### src/rtl/fqmtf_pkg.sv
`timescale 1ns / 1ps

package fqmtf_pkg;

    localparam int DEFAULT_QUEUE_DEPTH = 16;

    typedef enum logic [1:0] {
        K_ENQ  = 2'd0,
        K_DEQ  = 2'd1,
        K_MOVE = 2'd2
    } kind_t;

    typedef enum logic [1:0] {
        ST_OK        = 2'd0,
        ST_EMPTY     = 2'd1,
        ST_FULL      = 2'd2,
        ST_NOT_FOUND = 2'd3
    } status_t;

    typedef enum logic [3:0] {
        S_IDLE,
        S_ENQ,
        S_FRONT_RD,
        S_FRONT_LD,
        S_SCAN_RD,
        S_SCAN_CMP,
        S_SHIFT_RD,
        S_SHIFT_WR,
        S_PUT_FRONT,
        S_DONE
    } state_t;

    typedef struct packed {
        logic signed [31:0] value;
        logic [31:0]        start;
    } entry_t;

    typedef struct packed {
        logic signed [31:0] front_value;
        logic [31:0]        front_start;
        logic [4:0]         entry_count;
        logic               is_empty;
        status_t            status;
    } result_t;

endpackage

### src/rtl/fqmtf_cmd_if.sv
`timescale 1ns / 1ps

interface fqmtf_cmd_if;
    logic               valid;
    logic               ready;
    logic [1:0]         kind;
    logic signed [31:0] value;
    logic [31:0]        start_time;

    modport source (output valid, output kind, output value, output start_time, input ready);
    modport sink (input valid, input kind, input value, input start_time, output ready);
endinterface

### src/rtl/fqmtf_res_if.sv
`timescale 1ns / 1ps

interface fqmtf_res_if;
    logic               valid;
    logic               ready;
    logic signed [31:0] front_value;
    logic [31:0]        front_start;
    logic [4:0]         entry_count;
    logic               is_empty;
    logic [1:0]         status;

    modport source (
        output valid, output front_value, output front_start,
        output entry_count, output is_empty, output status, input ready
    );
    modport sink (
        input valid, input front_value, input front_start,
        input entry_count, input is_empty, input status, output ready
    );
endinterface

### src/rtl/fqmtf_slot.sv
`timescale 1ns / 1ps

module fqmtf_slot
    import fqmtf_pkg::*;
#(
    parameter int QUEUE_DEPTH = DEFAULT_QUEUE_DEPTH,
    localparam int AW = $clog2(QUEUE_DEPTH),
    localparam int CW = $clog2(QUEUE_DEPTH + 1)
)
(
    input  logic [AW-1:0] head,
    input  logic [CW-1:0] pos,
    output logic [AW-1:0] slot
);

    logic [CW:0] sum;
    logic [CW:0] wrapped;

    // head and pos both stay below the depth, so one subtract is enough
    always_comb
    begin
        sum     = (CW+1)'(head) + (CW+1)'(pos);
        wrapped = (sum >= (CW+1)'(QUEUE_DEPTH)) ? sum - (CW+1)'(QUEUE_DEPTH) : sum;
        slot    = wrapped[AW-1:0];
    end

endmodule

### src/rtl/fqmtf_mem.sv
`timescale 1ns / 1ps

module fqmtf_mem
    import fqmtf_pkg::*;
#(
    parameter int QUEUE_DEPTH = DEFAULT_QUEUE_DEPTH,
    localparam int AW = $clog2(QUEUE_DEPTH)
)
(
    input  logic          clk,
    input  logic          wr_en,
    input  logic          rd_en,
    input  logic [AW-1:0] addr,
    input  entry_t        wr_data,
    output entry_t        rd_data
);

    entry_t mem_reg [QUEUE_DEPTH];
    entry_t rd_data_reg;

    always_ff @(posedge clk)
    begin
        if (wr_en)
        begin
            mem_reg[addr] <= wr_data;
        end
        if (rd_en)
        begin
            rd_data_reg <= mem_reg[addr];
        end
    end

    assign rd_data = rd_data_reg;

endmodule

### src/rtl/fqmtf_seq.sv
`timescale 1ns / 1ps

module fqmtf_seq
    import fqmtf_pkg::*;
#(
    parameter int QUEUE_DEPTH = DEFAULT_QUEUE_DEPTH,
    localparam int AW = $clog2(QUEUE_DEPTH),
    localparam int CW = $clog2(QUEUE_DEPTH + 1)
)
(
    input  logic               clk,
    input  logic               rst_n,
    input  logic               cmd_valid,
    input  logic [1:0]         cmd_kind,
    input  logic signed [31:0] cmd_value,
    input  logic [31:0]        cmd_start,
    output logic               cmd_ready,
    output logic               done_valid,
    input  logic               done_ready,
    output result_t            done_result,
    output logic               mem_wr_en,
    output logic               mem_rd_en,
    output logic [AW-1:0]      mem_addr,
    output entry_t             mem_wr_data,
    input  entry_t             mem_rd_data
);

    state_t             state_reg, state_next;
    logic [AW-1:0]      head_reg, head_next;
    logic [CW-1:0]      occ_reg, occ_next;
    logic [CW-1:0]      pos_reg, pos_next;
    logic signed [31:0] val_reg, val_next;
    logic [31:0]        start_reg, start_next;
    entry_t             mv_reg, mv_next;
    entry_t             front_reg, front_next;
    status_t            status_reg, status_next;

    logic [CW-1:0] slot_pos;
    logic [CW-1:0] pos_inc;
    logic [AW-1:0] head_inc;
    logic          occ_empty;
    logic          occ_full;
    logic          hit;
    logic [31:0]   occ_ext;

    // the one address unit: every memory access goes through it
    fqmtf_slot #(.QUEUE_DEPTH(QUEUE_DEPTH)) u_slot (
        .head (head_reg),
        .pos  (slot_pos),
        .slot (mem_addr)
    );

    assign occ_empty = (occ_reg == '0);
    assign occ_full  = (occ_reg == CW'(QUEUE_DEPTH));
    assign pos_inc   = pos_reg + CW'(1);
    assign head_inc  = (head_reg == AW'(QUEUE_DEPTH - 1)) ? '0 : head_reg + AW'(1);
    assign hit       = (mem_rd_data.value == val_reg);
    assign occ_ext   = 32'(occ_reg);

    always_comb
    begin
        state_next = state_reg;
        case (state_reg)
            S_IDLE:
            begin
                if (cmd_valid)
                begin
                    case (cmd_kind)
                        K_ENQ:   state_next = occ_full ? S_DONE : S_ENQ;
                        K_DEQ:   state_next = (occ_reg > CW'(1)) ? S_FRONT_RD : S_DONE;
                        K_MOVE:  state_next = occ_empty ? S_DONE : S_SCAN_RD;
                        default: state_next = S_DONE;
                    endcase
                end
            end
            S_ENQ:       state_next = S_DONE;
            S_FRONT_RD:  state_next = S_FRONT_LD;
            S_FRONT_LD:  state_next = S_DONE;
            S_SCAN_RD:   state_next = S_SCAN_CMP;
            S_SCAN_CMP:
            begin
                if (hit)
                begin
                    state_next = (pos_reg == '0) ? S_DONE : S_SHIFT_RD;
                end
                else
                begin
                    state_next = (pos_inc == occ_reg) ? S_DONE : S_SCAN_RD;
                end
            end
            S_SHIFT_RD:  state_next = S_SHIFT_WR;
            S_SHIFT_WR:  state_next = (pos_reg == CW'(1)) ? S_PUT_FRONT : S_SHIFT_RD;
            S_PUT_FRONT: state_next = S_DONE;
            S_DONE:      state_next = done_ready ? S_IDLE : S_DONE;
            default:     state_next = S_IDLE;
        endcase
    end

    always_comb
    begin
        head_next   = head_reg;
        occ_next    = occ_reg;
        pos_next    = pos_reg;
        val_next    = val_reg;
        start_next  = start_reg;
        mv_next     = mv_reg;
        front_next  = front_reg;
        status_next = status_reg;
        slot_pos    = pos_reg;
        mem_wr_en   = 1'b0;
        mem_rd_en   = 1'b0;
        mem_wr_data = mem_rd_data;
        cmd_ready   = 1'b0;
        done_valid  = 1'b0;
        case (state_reg)
            S_IDLE:
            begin
                cmd_ready = 1'b1;
                if (cmd_valid)
                begin
                    val_next    = cmd_value;
                    start_next  = cmd_start;
                    pos_next    = '0;
                    status_next = ST_OK;
                    case (cmd_kind)
                        K_ENQ:
                        begin
                            if (occ_full)
                            begin
                                status_next = ST_FULL;
                            end
                        end
                        K_DEQ:
                        begin
                            if (occ_empty)
                            begin
                                status_next = ST_EMPTY;
                            end
                            else
                            begin
                                head_next = head_inc;
                                occ_next  = occ_reg - CW'(1);
                            end
                        end
                        K_MOVE:
                        begin
                            if (occ_empty)
                            begin
                                status_next = ST_EMPTY;
                            end
                        end
                        default: status_next = ST_OK;
                    endcase
                end
            end
            S_ENQ:
            begin
                slot_pos    = occ_reg;
                mem_wr_en   = 1'b1;
                mem_wr_data = '{value: val_reg, start: start_reg};
                occ_next    = occ_reg + CW'(1);
                if (occ_empty)
                begin
                    front_next = '{value: val_reg, start: start_reg};
                end
            end
            S_FRONT_RD:
            begin
                slot_pos  = '0;
                mem_rd_en = 1'b1;
            end
            S_FRONT_LD:
            begin
                front_next = mem_rd_data;
            end
            S_SCAN_RD:
            begin
                mem_rd_en = 1'b1;
            end
            S_SCAN_CMP:
            begin
                if (hit)
                begin
                    mv_next = mem_rd_data;
                end
                else
                begin
                    pos_next = pos_inc;
                    if (pos_inc == occ_reg)
                    begin
                        status_next = ST_NOT_FOUND;
                    end
                end
            end
            S_SHIFT_RD:
            begin
                // fetch the entry one place nearer the front
                slot_pos  = pos_reg - CW'(1);
                mem_rd_en = 1'b1;
            end
            S_SHIFT_WR:
            begin
                mem_wr_en = 1'b1;
                pos_next  = pos_reg - CW'(1);
            end
            S_PUT_FRONT:
            begin
                slot_pos    = '0;
                mem_wr_en   = 1'b1;
                mem_wr_data = mv_reg;
                front_next  = mv_reg;
            end
            S_DONE:
            begin
                done_valid = 1'b1;
            end
            default:
            begin
                done_valid = 1'b0;
            end
        endcase
    end

    always_comb
    begin
        done_result.front_value = occ_empty ? 32'sd0 : front_reg.value;
        done_result.front_start = occ_empty ? 32'd0 : front_reg.start;
        done_result.entry_count = occ_ext[4:0];
        done_result.is_empty    = occ_empty;
        done_result.status      = status_reg;
    end

    always_ff @(posedge clk or negedge rst_n)
    begin
        if (!rst_n)
        begin
            state_reg <= S_IDLE;
            head_reg  <= '0;
            occ_reg   <= '0;
            pos_reg   <= '0;
        end
        else
        begin
            state_reg <= state_next;
            head_reg  <= head_next;
            occ_reg   <= occ_next;
            pos_reg   <= pos_next;
        end
    end

    always_ff @(posedge clk)
    begin
        val_reg    <= val_next;
        start_reg  <= start_next;
        mv_reg     <= mv_next;
        front_reg  <= front_next;
        status_reg <= status_next;
    end

endmodule

### src/rtl/fifo_queue_with_move_to_front_top.sv
`timescale 1ns / 1ps

// Bounded queue of QUEUE_DEPTH entries (signed value, start time) with enqueue, dequeue and
// move-to-front commands; every command returns one item with the front entry, the count,
// an empty flag and a status. The entries sit in a single-port memory (one read or one write
// per cycle, registered read) and a small sequencer drives one shared slot-address unit, so
// commands are handled one at a time: enqueue writes the new entry, dequeue advances the
// head and reads the new front (unless it took the last entry), a refused command goes
// straight to its result, and a move reads entries from the front until one matches, shifts
// the entries ahead of the match back one place and writes it to the front. The result sits
// in an output register, so the next command is taken while it waits to be read.
module fifo_queue_with_move_to_front_top
    import fqmtf_pkg::*;
#(
    parameter int QUEUE_DEPTH = DEFAULT_QUEUE_DEPTH,
    localparam int AW = $clog2(QUEUE_DEPTH)
)
(
    input  logic        clk,
    input  logic        rst_n,
    fqmtf_cmd_if.sink   cmd,
    fqmtf_res_if.source res
);

    logic          done_valid;
    logic          done_ready;
    result_t       done_result;
    logic          mem_wr_en;
    logic          mem_rd_en;
    logic [AW-1:0] mem_addr;
    entry_t        mem_wr_data;
    entry_t        mem_rd_data;
    result_t       res_reg;
    logic          res_valid_reg;

    fqmtf_seq #(.QUEUE_DEPTH(QUEUE_DEPTH)) u_seq (
        .clk         (clk),
        .rst_n       (rst_n),
        .cmd_valid   (cmd.valid),
        .cmd_kind    (cmd.kind),
        .cmd_value   (cmd.value),
        .cmd_start   (cmd.start_time),
        .cmd_ready   (cmd.ready),
        .done_valid  (done_valid),
        .done_ready  (done_ready),
        .done_result (done_result),
        .mem_wr_en   (mem_wr_en),
        .mem_rd_en   (mem_rd_en),
        .mem_addr    (mem_addr),
        .mem_wr_data (mem_wr_data),
        .mem_rd_data (mem_rd_data)
    );

    fqmtf_mem #(.QUEUE_DEPTH(QUEUE_DEPTH)) u_mem (
        .clk     (clk),
        .wr_en   (mem_wr_en),
        .rd_en   (mem_rd_en),
        .addr    (mem_addr),
        .wr_data (mem_wr_data),
        .rd_data (mem_rd_data)
    );

    assign done_ready = !res_valid_reg || res.ready;

    always_ff @(posedge clk or negedge rst_n)
    begin
        if (!rst_n)
        begin
            res_valid_reg <= 1'b0;
        end
        else if (done_valid && done_ready)
        begin
            res_valid_reg <= 1'b1;
        end
        else if (res.ready)
        begin
            res_valid_reg <= 1'b0;
        end
    end

    always_ff @(posedge clk)
    begin
        if (done_valid && done_ready)
        begin
            res_reg <= done_result;
        end
    end

    assign res.valid       = res_valid_reg;
    assign res.front_value = res_reg.front_value;
    assign res.front_start = res_reg.front_start;
    assign res.entry_count = res_reg.entry_count;
    assign res.is_empty    = res_reg.is_empty;
    assign res.status      = res_reg.status;

    // an empty queue reports a zero front and can never be full
    assert property (@(posedge clk) disable iff (!rst_n)
        (res_valid_reg && res_reg.is_empty) |->
            (res_reg.front_value == 32'sd0 && res_reg.front_start == 32'd0 &&
             res_reg.status != ST_FULL))
        else $error("empty result carries front data or full status");

    // one command at a time: the sequencer leaves idle once a command is taken
    assert property (@(posedge clk) disable iff (!rst_n)
        (cmd.valid && cmd.ready) |=> !cmd.ready)
        else $error("command taken while the previous one still runs");

    // a finished command always lands in the output register
    assert property (@(posedge clk) disable iff (!rst_n)
        (done_valid && done_ready) |=> res_valid_reg)
        else $error("finished result lost before output register");

endmodule
### src/flat_wrapper.sv
// flat-port wrapper written by rule: the top's interface ports become plain ports
module fifo_queue_with_move_to_front_top_flat import fqmtf_pkg::*;
#(
    parameter int QUEUE_DEPTH = DEFAULT_QUEUE_DEPTH,
    localparam int AW = $clog2(QUEUE_DEPTH)
)
  (clk, rst_n, cmd_valid, cmd_kind, cmd_value, cmd_start_time, cmd_ready, res_valid, res_front_value, res_front_start, res_entry_count, res_is_empty, res_status, res_ready);
  fqmtf_cmd_if cmd_i ();
  fqmtf_res_if res_i ();
  input  logic clk;
  input  logic rst_n;
  input wire logic [$bits(cmd_i.valid)-1:0] cmd_valid;
  input wire logic [$bits(cmd_i.kind)-1:0] cmd_kind;
  input wire logic [$bits(cmd_i.value)-1:0] cmd_value;
  input wire logic [$bits(cmd_i.start_time)-1:0] cmd_start_time;
  output wire logic [$bits(cmd_i.ready)-1:0] cmd_ready;
  output wire logic [$bits(res_i.valid)-1:0] res_valid;
  output wire logic [$bits(res_i.front_value)-1:0] res_front_value;
  output wire logic [$bits(res_i.front_start)-1:0] res_front_start;
  output wire logic [$bits(res_i.entry_count)-1:0] res_entry_count;
  output wire logic [$bits(res_i.is_empty)-1:0] res_is_empty;
  output wire logic [$bits(res_i.status)-1:0] res_status;
  input wire logic [$bits(res_i.ready)-1:0] res_ready;
  assign cmd_i.valid = cmd_valid;
  assign cmd_i.kind = cmd_kind;
  assign cmd_i.value = cmd_value;
  assign cmd_i.start_time = cmd_start_time;
  assign cmd_ready = cmd_i.ready;
  assign res_valid = res_i.valid;
  assign res_front_value = res_i.front_value;
  assign res_front_start = res_i.front_start;
  assign res_entry_count = res_i.entry_count;
  assign res_is_empty = res_i.is_empty;
  assign res_status = res_i.status;
  assign res_i.ready = res_ready;
  fifo_queue_with_move_to_front_top #(.QUEUE_DEPTH(QUEUE_DEPTH)) u_core (.clk(clk), .rst_n(rst_n), .cmd(cmd_i), .res(res_i));
endmodule
### config.mk
export PLATFORM = sky130hd
export DESIGN_NAME = fifo_queue_with_move_to_front_top_flat
export DESIGN_NICKNAME = d
export VERILOG_FILES = /design/src/rtl/fqmtf_pkg.sv /design/src/rtl/fqmtf_cmd_if.sv /design/src/rtl/fqmtf_res_if.sv /design/src/rtl/fqmtf_slot.sv /design/src/rtl/fqmtf_mem.sv /design/src/rtl/fqmtf_seq.sv /design/src/rtl/fifo_queue_with_move_to_front_top.sv /design/src/flat_wrapper.sv
export SDC_FILE = /design/constraint.sdc
export NUM_CORES = 1
export LEC_CHECK = 0
export BUFFER_PORTS_ARGS = -buffer_cell sky130_fd_sc_hd__buf_2
export CAP_MARGIN = 20
export CELL_PAD_IN_SITES_DETAIL_PLACEMENT = 0
export CELL_PAD_IN_SITES_GLOBAL_PLACEMENT = 2
export CORE_MARGIN = 4
export CORE_UTILIZATION = 53
export CTS_CLUSTER_SIZE = 30
export DETAILED_ROUTE_END_ITERATION = 10
export PLACE_DENSITY = 0.93
export SLEW_MARGIN = 40
export SYNTH_ARGS = -nofsm -noshare
export SYNTH_HDL_FRONTEND = slang
export SYNTH_SLANG_ARGS = --single-unit
### constraint.sdc
create_clock -name clk -period 23 [get_ports clk]
set_input_delay 4.6 -clock clk [delete_from_list [all_inputs] [get_ports clk]]
set_output_delay 4.6 -clock clk [all_outputs]
set_load 0.02 [all_outputs]
==> results.sh <==
export IMPL_antenna_violations_before_repair=5
export IMPL_clock_tree_root_cell="clkbuf_16"
export IMPL_die_area_um2=105000
export IMPL_async_reset_ff_share_pct=1.38
export IMPL_area_of_the_core_region_um2=99000
export IMPL_critical_path_slowest_cell="buf_4"
export IMPL_drtPass1Iterations=6
export IMPL_via_count_of_the_first_global_routing_pass=27800
export IMPL_post_synth_instance_area_um2=53200
export IMPL_io_pins=144
export IMPL_postRouteWirelength_um=128000
export IMPL_ys_types=51
export IMPL_layout_worst_path_cycle_share_pct=30.0
export IMPL_synth_enable_flop_cells=1354
export IMPL_post_dp_hpwl_um=65900
export IMPL_cap_violations=0
export IMPL_finalMaxSlewViolations=0
export IMPL_worst_path_dominant_cell_family="buffers and inverters"
export IMPL_synth_largest_type_area_fraction_pct=76.5
export IMPL_route_detailed_drc=0
export IMPL_rows=115
export IMPL_critical_path_max_fanout=50
export IMPL_vias=27800
export IMPL_cts_resized=0
export IMPL_ys_ff_latch=1373
export IMPL_dieWidth_um=325
export IMPL_floorplan_initialDensity_pct=53.7
export IMPL_total_overflow_reported_by_the_global_router=0
export IMPL_routabilityCongestion=0.811
export IMPL_clk_latency_ns=0.75
export IMPL_critical_path_cell_chain="nor4b_4 > buf_4 > buf_4 > or2_2 > nor2_1 > o21ai_0 > nand2_1 > ha_1 > a21oi_1 > nand2_1 > xor2_1 > xnor2_2 > buf_4 > nand2_1 > nor2_4 > buf_6"
export IMPL_finalClockSkew_ns=0.0350
export IMPL_synth_main_ff_cell="edfxtp_1"
export IMPL_syn_mean_instance_area_um2=19.8
export IMPL_max_reg_flops=1024
export IMPL_ys_top_cells_by_count="edfxtp_1 (1354), nand2_1 (280), mux4_2 (257)"
export IMPL_layout_drive_gt1_share_pct=23.1
export IMPL_area_delta_synth_final_pct=12.9
export IMPL_dieHeight_um=325
export IMPL_ys_warnings_count=0
export IMPL_track_usage_pct=24.1
export IMPL_final_net_count=2965
export IMPL_path_buf_inv=4
export IMPL_synth_most_common_cell="edfxtp_1"
export IMPL_timing_final_setup_violations=0
export IMPL_port_buffers=143
export IMPL_cts_inserted_buffers=135
export IMPL_setup_worst_path_class="flop to flop"
export IMPL_vias_per_cell=6.53
export IMPL_cts_hold_buffers_added=0
export IMPL_clockBufferDepth=3
export IMPL_hold_viol_final=0
export IMPL_dr_first_iter_drc_count=3886
export IMPL_result_of_the_run="complete, no violations"
export IMPL_clk_pin_slew_worst_paths_ns=0.06
export IMPL_worst_hold_path_type="flop to flop"
export IMPL_timing_fmax_mhz=145
export IMPL_post_cts_repair_setup_buffers=0
export IMPL_grt_start_max_net_pins=79
export IMPL_tritoncts="built"
export IMPL_crit_required_ns=23.35
export IMPL_post_synth_main_area_contributors="edfxtp_1 (76%), mux4_2 (11%), a221o_1 (2.4%), nand2_1 (2.0%), dfrtp_1 (0.89%)"
export IMPL_worst_path_largest_cell_delay_ns=0.80
export IMPL_startpoint_type="flop"
export IMPL_setup_total_negative_slack_ns=0
export IMPL_timing_critical_path_arrival_ns=7.26
export IMPL_drt_wirelength_per_cell_um=30.0
export IMPL_timing_slew_headroom_pct=38.5
export IMPL_netlist_instances=2687
export IMPL_numClockSinks=1373
export IMPL_worst_setup_path_end_kind="flop"
export IMPL_utilization_pct=60.6
export IMPL_synth_seq_area_share_pct=77.4
export IMPL_synth_net_count=2774
export IMPL_period_minus_slack_ns=6.91
export IMPL_grt_first_pass_wirelength_um=187000
export IMPL_cts_max_level=4
export IMPL_final_antenna_net_count=0
export IMPL_grt_setup_unrepaired="no"
export IMPL_synth_largest_area_cell="edfxtp_1"
export IMPL_worst_pin_slew_ns=0.922
metal layers:
metal	routed length, um	vias up	track usage, %	share of wire [%]
met2	61200	1820	37.6	48
met1	49500	14500	34.3	39
li1	-	11300	-	-
met3	14400	234	5.90	11
met4	3090	0	6.85	2.4
met5	0	-	0	0
placed cells by master, fill, tap and decap left out, drive strengths merged, types with 2 or more instances in the layout:
cell type	n
nor2b	66
clkinv	51
or4	2
o211ai	2
nor2	27
nor3b	3
buf	209
clkinvlp	2
o21ai	14
xor2	43
nor4b	4
mux4	257
ha	16
nor3	20
a221o	129
dfrtp	19
and3	64
clkbuf	173
o22ai	4
and2	65
a21oi	19
nor4	10
o21a	2
nand2b	3
inv	24
a31oi	68
edfxtp	1354
xnor2	9
bufinv	5
nand3	7
nand4	6
mux2	4
nand2	280
a221oi	4
cell families after synthesis:
family          Yosys count  synth area share, %
flops                  1373                 77.4
xor+xnor                 52                0.871
fa+ha+maj                17                0.414
simple gates            562                 5.21
compound gates          250                 3.87
mux                     261                 11.0
buf+inv                 172                 1.29
path summary, 6_finish.rpt:
kind	startpoint	endpoint	slack, ns	cells after the start
min in group asynchronous	rst_n	u_core.res.valid	3.84	1
setup / recovery	u_core.u_seq.state_reg[0]	u_core.u_mem.mem_reg[11][26]	16.09	16
hold reg to reg	u_core.u_seq.status_reg[0]	u_core.res.status[0]	0.42	0
setup reg to reg	u_core.u_seq.state_reg[0]	u_core.u_mem.mem_reg[11][26]	16.09	16
hold / removal	u_core.u_seq.status_reg[0]	u_core.res.status[0]	0.42	0
max in group asynchronous	rst_n	u_core.u_seq.head_reg[0]	18.79	1
per-stage QoR:
stage | hold WS [ns] | area (um^2) | cells | worst slack, ns
after detailed placement | 0.405 | 55800 | 4026 | 16.20
after global placement | 0.401 | 55500 | 4017 | 15.37
after global routing | 0.428 | 60000 | 4266 | 15.80
after CTS | 0.423 | 59900 | 4264 | 16.21
final | 0.423 | 60000 | 4267 | 16.09
after floorplan | 0.400 | 53200 | 2687 | 14.56
final cells by class:
type	count	area (um^2)
diodes	1	2.50
clock buffers	172	3580
clock inverters	66	576
fillers	6751	39000
inverters	16	61.3
multi-input cells	1142	11600
flip-flops and latches	1373	41100
well taps	1287	1610
repair buffers	210	1480
Power is not shown: default switching activity piles up to over one toggle a cycle in this logic, so the estimate is an artifact.
